`src/assert_macros.svh`:
```
// Shared assertion macros for the palette mapper.
`ifndef ASSERT_MACROS_SVH
`define ASSERT_MACROS_SVH

// Check a property on every clock edge outside of reset.
`define ODPM_ASSERT(name, prop, msg) \
    name: assert property (@(posedge clk) disable iff (!rst_n) prop) else $error(msg);

// Check a property on every clock edge, reset included.
`define ODPM_ASSERT_ALWAYS(name, prop, msg) \
    name: assert property (@(posedge clk) prop) else $error(msg);

`endif

```
`src/odpm_pkg.sv`:
```
package odpm_pkg;

    localparam int PALETTE_ENTRIES_DEFAULT = 256;
    localparam int CHAN_W = 8;
    localparam int SIX_W = 6;
    localparam int WORD_W = 3 * SIX_W;
    localparam int SQ_W = 12;
    localparam int DIST_W = 14;
    localparam int OUT_W = 8;

    // Item opcodes
    localparam logic OP_WRITE = 1'b0;
    localparam logic OP_MAP = 1'b1;

    // Ordered-dither offsets, indexed by column phase then row phase
    localparam logic signed [4:0] DITHER_OFFSET [4][4] = '{
        '{-5'sd7,  5'sd1, -5'sd5,  5'sd3},
        '{ 5'sd5, -5'sd3,  5'sd7, -5'sd1},
        '{-5'sd4,  5'sd4, -5'sd6,  5'sd2},
        '{ 5'sd8,  5'sd0,  5'sd6, -5'sd2}
    };

    typedef enum logic [1:0] {
        S_IDLE,
        S_SCAN,
        S_DRAIN,
        S_HOLD
    } odpm_state_t;

    // Request from the front end to the search unit
    typedef struct packed {
        logic              start;
        logic              wr_en;
        logic [CHAN_W-1:0] wr_addr;
        logic [WORD_W-1:0] wr_word;
        logic [SIX_W-1:0]  r6;
        logic [SIX_W-1:0]  g6;
        logic [SIX_W-1:0]  b6;
    } odpm_req_t;

    // Status from the search unit
    typedef struct packed {
        logic busy;
        logic done;
    } odpm_stat_t;

    // Add the dither offset when enabled, clamp to 0..255, keep the top six bits
    function automatic logic [SIX_W-1:0] dither_six(
        input logic [CHAN_W-1:0] chan,
        input logic [1:0]        col,
        input logic [1:0]        row,
        input logic              mode
    );
        logic signed [4:0] off;
        logic signed [9:0] sum;
        logic [CHAN_W-1:0] clamped;
        off = DITHER_OFFSET[col][row];
        sum = $signed({2'b00, chan}) + $signed({{5{off[4]}}, off});
        if (!mode) begin
            clamped = chan;
        end else if (sum < 0) begin
            clamped = 8'd0;
        end else if (sum > 10'sd255) begin
            clamped = 8'd255;
        end else begin
            clamped = sum[7:0];
        end
        return clamped[7:2];
    endfunction

    // Squared difference of two six-bit channels
    function automatic logic [SQ_W-1:0] sq_diff(
        input logic [SIX_W-1:0] a,
        input logic [SIX_W-1:0] b
    );
        logic signed [6:0]  d;
        logic signed [13:0] p;
        d = $signed({1'b0, a}) - $signed({1'b0, b});
        p = d * d;
        return p[SQ_W-1:0];
    endfunction

endpackage

```
`src/odpm_search.sv`:
```
`include "assert_macros.svh"

module odpm_search #(
    parameter int PALETTE_ENTRIES = odpm_pkg::PALETTE_ENTRIES_DEFAULT
) (
    input  logic                           clk,
    input  logic                           rst_n,
    input  odpm_pkg::odpm_req_t            req,
    input  logic                           take,
    output odpm_pkg::odpm_stat_t           stat,
    output logic [odpm_pkg::OUT_W-1:0]     result
);
    import odpm_pkg::*;

    localparam int IDX_W = $clog2(PALETTE_ENTRIES);
    localparam logic [IDX_W-1:0] LAST_IDX = IDX_W'(PALETTE_ENTRIES - 1);

    // Palette memory, one 18-bit word per entry
    logic [WORD_W-1:0] mem [PALETTE_ENTRIES];

    odpm_state_t state_reg, state_next;
    logic [IDX_W-1:0] addr_reg, addr_next;
    logic v1_reg, v2_reg, last1_reg, last2_reg;
    logic [IDX_W-1:0] idx1_reg, idx2_reg;
    logic [WORD_W-1:0] rd_word_reg;
    logic [SIX_W-1:0] r6_reg, g6_reg, b6_reg;
    logic [SQ_W-1:0] sqr_reg, sqg_reg, sqb_reg;
    logic [DIST_W-1:0] best_dist_reg;
    logic [IDX_W-1:0] best_idx_reg;
    logic [DIST_W-1:0] cand_dist;
    logic issue;

    // Write port and registered read port
    always_ff @(posedge clk)
    begin
        if (req.wr_en)
        begin
            mem[req.wr_addr[IDX_W-1:0]] <= req.wr_word;
        end
        rd_word_reg <= mem[addr_reg];
    end

    // Sequencer next state
    always_comb
    begin
        state_next = state_reg;
        addr_next = addr_reg;
        issue = 1'b0;
        case (state_reg)
            S_IDLE:
            begin
                addr_next = '0;
                if (req.start)
                begin
                    state_next = S_SCAN;
                end
            end
            S_SCAN:
            begin
                issue = 1'b1;
                addr_next = addr_reg + 1'b1;
                if (addr_reg == LAST_IDX)
                begin
                    state_next = S_DRAIN;
                end
            end
            S_DRAIN:
            begin
                if (v2_reg && last2_reg)
                begin
                    state_next = S_HOLD;
                end
            end
            S_HOLD:
            begin
                if (take)
                begin
                    state_next = S_IDLE;
                end
            end
            default:
            begin
                state_next = S_IDLE;
            end
        endcase
    end

    // Sequencer and pipeline control
    always_ff @(posedge clk or negedge rst_n)
    begin
        if (!rst_n)
        begin
            state_reg <= S_IDLE;
            addr_reg <= '0;
            v1_reg <= 1'b0;
            v2_reg <= 1'b0;
            last1_reg <= 1'b0;
            last2_reg <= 1'b0;
        end
        else
        begin
            state_reg <= state_next;
            addr_reg <= addr_next;
            v1_reg <= issue;
            last1_reg <= issue && (addr_reg == LAST_IDX);
            v2_reg <= v1_reg;
            last2_reg <= v1_reg && last1_reg;
        end
    end

    // Sum the squares of the current entry
    assign cand_dist = DIST_W'(sqr_reg) + DIST_W'(sqg_reg) + DIST_W'(sqb_reg);

    // Latch the pixel, square the differences, keep the nearest entry
    always_ff @(posedge clk)
    begin
        if (state_reg == S_IDLE && req.start)
        begin
            r6_reg <= req.r6;
            g6_reg <= req.g6;
            b6_reg <= req.b6;
        end
        idx1_reg <= addr_reg;
        idx2_reg <= idx1_reg;
        sqr_reg <= sq_diff(rd_word_reg[17:12], r6_reg);
        sqg_reg <= sq_diff(rd_word_reg[11:6], g6_reg);
        sqb_reg <= sq_diff(rd_word_reg[5:0], b6_reg);
        if (v2_reg && (idx2_reg == '0 || cand_dist < best_dist_reg))
        begin
            best_dist_reg <= cand_dist;
            best_idx_reg <= idx2_reg;
        end
    end

    assign stat.busy = (state_reg != S_IDLE);
    assign stat.done = (state_reg == S_HOLD);
    assign result = OUT_W'(best_idx_reg);

    `ODPM_ASSERT(a_idle_stays, (state_reg == S_IDLE && !req.start) |=> (state_reg == S_IDLE), "search left idle without a start")
    `ODPM_ASSERT(a_last_done, (v2_reg && last2_reg) |=> (state_reg == S_HOLD), "last entry compared but no result held")
    `ODPM_ASSERT_ALWAYS(a_read_in_scan, v1_reg |-> (state_reg == S_SCAN || state_reg == S_DRAIN), "read data outside of a scan")

endmodule

```
`src/ordered_dither_palette_mapper_unit.sv`:
```
// Channel   Direction  Handshake           Payload
// in        input      in_valid/in_stall   opcode, entry_index, red, green, blue,
//                                          column_phase, row_phase
// out       output     out_valid/out_stall palette_index
// cfg       input      cfg_wr_en           cfg_wr_data (dither_mode)
//
// A write item is taken without holding off the next item. For a map item, the one
// distance unit compares one palette entry per cycle, fed by the single read port of the
// palette memory, through three pipeline stages and a hand-off.
// Reset clears control state and dither_mode; the palette holds no value until written.
// A result waits in the output register while out is stalled; a further result
// holds the search unit, and in stays stalled, until that register is free.
`include "assert_macros.svh"

module ordered_dither_palette_mapper_unit #(
    parameter int PALETTE_ENTRIES = odpm_pkg::PALETTE_ENTRIES_DEFAULT
) (
    input  logic                            clk,
    input  logic                            rst_n,
    input  logic                            in_valid,
    output logic                            in_stall,
    input  logic                            opcode,
    input  logic [odpm_pkg::CHAN_W-1:0]     entry_index,
    input  logic [odpm_pkg::CHAN_W-1:0]     red,
    input  logic [odpm_pkg::CHAN_W-1:0]     green,
    input  logic [odpm_pkg::CHAN_W-1:0]     blue,
    input  logic [1:0]                      column_phase,
    input  logic [1:0]                      row_phase,
    output logic                            out_valid,
    input  logic                            out_stall,
    output logic [odpm_pkg::OUT_W-1:0]      palette_index,
    input  logic                            cfg_wr_en,
    input  logic                            cfg_wr_data
);
    import odpm_pkg::*;

    logic dither_mode_reg;
    logic out_valid_reg;
    logic [OUT_W-1:0] palette_index_reg;
    logic accept;
    logic in_range;
    logic take;
    odpm_req_t req;
    odpm_stat_t stat;
    logic [OUT_W-1:0] result;

    // Decode the accepted item
    assign accept = in_valid && !in_stall;
    assign in_range = ({1'b0, entry_index} < 9'(PALETTE_ENTRIES));

    always_comb
    begin
        req.start = accept && (opcode == OP_MAP);
        req.wr_en = accept && (opcode == OP_WRITE) && in_range;
        req.wr_addr = entry_index;
        req.wr_word = {red[7:2], green[7:2], blue[7:2]};
        req.r6 = dither_six(red, column_phase, row_phase, dither_mode_reg);
        req.g6 = dither_six(green, column_phase, row_phase, dither_mode_reg);
        req.b6 = dither_six(blue, column_phase, row_phase, dither_mode_reg);
    end

    odpm_search #(
        .PALETTE_ENTRIES(PALETTE_ENTRIES)
    ) u_search (
        .clk    (clk),
        .rst_n  (rst_n),
        .req    (req),
        .take   (take),
        .stat   (stat),
        .result (result)
    );

    // Hold off new items while a search runs or waits
    assign in_stall = stat.busy;

    // Move the result into the output register once it is free
    assign take = stat.done && (!out_valid_reg || !out_stall);

    always_ff @(posedge clk or negedge rst_n)
    begin
        if (!rst_n)
        begin
            dither_mode_reg <= 1'b0;
            out_valid_reg <= 1'b0;
        end
        else
        begin
            if (cfg_wr_en)
            begin
                dither_mode_reg <= cfg_wr_data;
            end
            if (take)
            begin
                out_valid_reg <= 1'b1;
            end
            else if (!out_stall)
            begin
                out_valid_reg <= 1'b0;
            end
        end
    end

    always_ff @(posedge clk)
    begin
        if (take)
        begin
            palette_index_reg <= result;
        end
    end

    assign out_valid = out_valid_reg;
    assign palette_index = palette_index_reg;

    `ODPM_ASSERT(a_map_starts, (accept && opcode == OP_MAP) |=> stat.busy, "map item did not start a search")
    `ODPM_ASSERT(a_write_no_search, (accept && opcode == OP_WRITE) |=> !stat.busy, "write item started a search")
    `ODPM_ASSERT(a_out_from_search, $rose(out_valid_reg) |-> $past(stat.done), "result appeared without a search")
    `ODPM_ASSERT(a_result_waits, (out_valid_reg && out_stall && stat.done) |=> stat.done, "pending result dropped")

endmodule

```
`config.mk`:
```
export PLATFORM = sky130hd
export DESIGN_NAME = ordered_dither_palette_mapper_unit
export DESIGN_NICKNAME = d
export VERILOG_FILES = /design/src/odpm_pkg.sv /design/src/odpm_search.sv /design/src/ordered_dither_palette_mapper_unit.sv
export VERILOG_INCLUDE_DIRS = /design/src /design/src/src
export SDC_FILE = /design/constraint.sdc
export NUM_CORES = 2
export LEC_CHECK = 0
export ABC_AREA = 0
export BUFFER_PORTS_ARGS = -buffer_cell sky130_fd_sc_hd__buf_2
export CORE_MARGIN = 8
export CORE_UTILIZATION = 54
export DETAILED_ROUTE_END_ITERATION = 7
export PLACE_DENSITY = 0.68
export SLEW_MARGIN = 20
export SYNTH_ARGS = -nofsm -noshare
export SYNTH_HDL_FRONTEND = slang
export SYNTH_MEMORY_MAX_BITS = 65536
export SYNTH_SLANG_ARGS = --single-unit
```
`constraint.sdc`:
```
create_clock -name clk -period 6.21 [get_ports clk]
set_clock_uncertainty 0.15 [all_clocks]
set_input_delay 1.5525 -clock clk [delete_from_list [all_inputs] [get_ports clk]]
set_output_delay 1.5525 -clock clk [all_outputs]
set_load 0.02 [all_outputs]
```
==> qor.txt <==
Status: complete, no violations
Routed vias: 98100
Top cell type's share of synthesized area: 74.2%
WL per Instance: 36.1 um
CTS tree: built
Leakage: 69.0 nW
Synthesized area: 188000 um2
Post-synth EDFFs: 4656
Final number of max-transition violations: 0
Remaining DRCs: 0
Core Box Area: 348000 um2
Synth unique cells: 87
YS warnings: 0
Vias in the first global route: 96700
Max VDD drop: 0.000280 V
Worst path required time: 6.95 ns
Initial antenna violation count: 49
Startpoint types: flip-flop
Worst-Margin Slew: 1.21 ns
Most common cell in the synthesized netlist: edfxtp_1
Pwr per Cell Area: 301 nW/um2
Total CTS buffers: 461
CP Class: flip-flop to flip-flop
Ratio of cells with drive above 1 in the final layout: 26.5%
Drt pass-1 iters: 6
Iter 0 DRT Violations: 15400
IO Pins: 53
Synth top cells by count: 4656 x edfxtp_1, 1053 x mux4_2, 472 x mux2i_1, 411 x nor2_1, 261 x nand2_1
Max FFs per register: 4608
Core Util, Final: 61.1%
Final hold vios: 0
Setup_tns: 0 ns
Clock Tree Root: clkbuf_16
Synthesized area per cell: 20.7 um2
Vias per inst: 6.68
Synth Register Bits: 4739
PortBufs: 52
Largest net degree at the start of global routing: 192
Final Setup Violations: 0
Post-detail-place hpwl: 320000 um
Worst hold path class: flip-flop to flip-flop
Last weighted congestion value of the routability-driven placer: 0.874
MaxCap Viol Count: 0
Area Overhead vs Synth: 12.9%
Relative slew slack: 18.8%
GR Overflow Total: 0
CP Data Arrival Time: 6.38 ns
Clock transition at path regs: 0.06 ns
CP endpoint kind: flip-flop
Nets@finish: 9959
Die height: 607 um
RSZ-0062 raised after global routing: no
Synth area leaders: edfxtp_1 74%, mux4_2 13%, mux2i_1 2.5%
# rows: 217
Mapped Cells: 9083
Async S/R FF share, synth: 0.338%
Total track usage: 28.5%
CTS sink cnt: 4739
First-pass GRT wire length: 741000 um
Worst-path fanout max: 5
Minimum clock period: 5.64 ns
Clk Latency, worst-skew pair: 1.01 ns
H-tree Lvls: 5
Post CTS Setup Buffer Count: 0
DRT Wirelength: 530000 um
Post-cts gate resize count: 0
Largest area contributor in the netlist: edfxtp_1
CTS Buffer Depth: 4
Die ar.: 368000 um2
Register area share after synthesis: 75.1%
Post-CTS Hold Fix Bufs: 0
Top_reg_cell synth: edfxtp_1
Starting Density: 54.1%
Die Span X: 607 um
Period utilisation layout: 90.8%
Fmax: 177 MHz
Final ANT Viol Nets: 0
## layout make-up
cell class / instances / area, um2
diodes: 21 / 52.6
clock buffers: 565 / 12100
clock inverters: 288 / 3040
fillers: 23800 / 136000
inverters: 233 / 895
multi-input cells: 3627 / 43800
flip-flops and latches: 4739 / 142000
well taps: 4599 / 5750
repair buffers: 620 / 5530
## path summary, 6_finish.rpt
check                           cells after the start                          endpoint  slack (ns)                    startpoint
worst max-delay path                               23      u_search.sqb_reg[11]$_DFF_P_        0.57  u_search.b6_reg[1]$_DFFE_PP_
worst min-delay path                                0      u_search.idx2_reg[2]$_DFF_P_        0.18  u_search.idx1_reg[2]$_DFF_P_
worst max register to register                     23      u_search.sqb_reg[11]$_DFF_P_        0.57  u_search.b6_reg[1]$_DFFE_PP_
worst min register to register                      0      u_search.idx2_reg[2]$_DFF_P_        0.18  u_search.idx1_reg[2]$_DFF_P_
max in group asynchronous                           1  u_search.addr_reg[4]$_DFFE_PN0P_        5.13                         rst_n
min in group asynchronous                           1             out_valid$_DFFE_PN0P_        0.36                         rst_n
## logic make-up (layout without fill, tap and decap cells)
| family | Yosys count | count (layout) | share of synthesized area (%) |
|---|---|---|---|
| multiplexers | 1556 | 1556 | 15.4 |
| AO/OA/AOI/OAI | 862 | 862 | 3.15 |
| flip-flops | 4739 | 4739 | 75.1 |
| adder cells (fa/ha/maj) | 234 | 234 | 1.89 |
| AND/OR/NAND/NOR | 888 | 888 | 2.01 |
| other | 1 | 23 | 0.00199 |
| XOR/XNOR | 85 | 85 | 0.395 |
| buffers and inverters | 718 | 1706 | 2.03 |
## per-layer routing
metal / global-route usage (%) / share of wire (%) / vias to the layer above
met4: 12.2 / 5.1 / 20
li1: - / - / 38700
met2: 43.8 / 46 / 6644
met5: 0 / 0.022 / -
met1: 39.5 / 37 / 51700
met3: 6.82 / 12 / 1037
## report_power, final
group / leakage, nW / switching (mW) / internal, mW / total (mW)
Sequential: 42.6 / 0.00263 / 35.1 / 35.1
Combinational: 19.0 / 0.764 / 0.151 / 0.915
Clock: 7.37 / 12.0 / 16.1 / 28.1
## metrics by stage
| stage | setup WS [ns] | instances | hold slack (ns) | cell area [um2] | power, mW |
|---|---|---|---|---|---|
| 3_3_place_gp | 0.532 | 13800 | 0.161 | 197000 | 36.6 |
| 3_5_place_dp | 0.565 | 13800 | 0.162 | 198000 | 36.7 |
| 2_1_floorplan | 0.858 | 9084 | 0.160 | 188000 | 36.0 |
| 6_report | 0.570 | 14700 | 0.179 | 213000 | 64.1 |
| 5_1_grt | 0.255 | 14700 | 0.183 | 213000 | 65.6 |
| 4_1_cts | 0.561 | 14700 | 0.176 | 213000 | 64.4 |
## critical path, cell delays in order (launching register included)
cell and delay (ns):
edfxtp_1 0.37, inv_1 0.12, ha_1 0.24, nor2b_1 0.12, o21ai_0 0.21, a21boi_0 0.17, o21a_1 0.22, or2_2 0.28
xor2_1 0.32, nand2_1 0.18, fa_1 0.53, inv_1 0.05, fa_1 0.48, fa_1 0.49, inv_1 0.05, fa_1 0.47
inv_1 0.04, ha_1 0.31, inv_1 0.06, o21bai_1 0.06, a21oi_1 0.23, o21bai_1 0.09, a21oi_1 0.17, xnor2_1 0.13
## cell usage in the layout (no fill, tap or decap), types with 64 or more instances in the layout
| master | instances |
|---|---|
| o221ai_1 | 82 |
| nand2_1 | 249 |
| buf_12 | 64 |
| edfxtp_1 | 4656 |
| inv_1 | 227 |
| clkinv_2 | 93 |
| dfxtp_1 | 67 |
| nor2_2 | 252 |
| clkbuf_16 | 468 |
| ha_1 | 150 |
| o22ai_1 | 93 |
| mux4_2 | 1053 |
| fa_1 | 84 |
| clkinv_1 | 93 |
| clkbuf_1 | 94 |
| a21oi_1 | 184 |
| o21ai_0 | 137 |
| nor2_1 | 159 |
| buf_4 | 501 |
| mux2i_1 | 472 |
(Power assumes the default switching activity.)
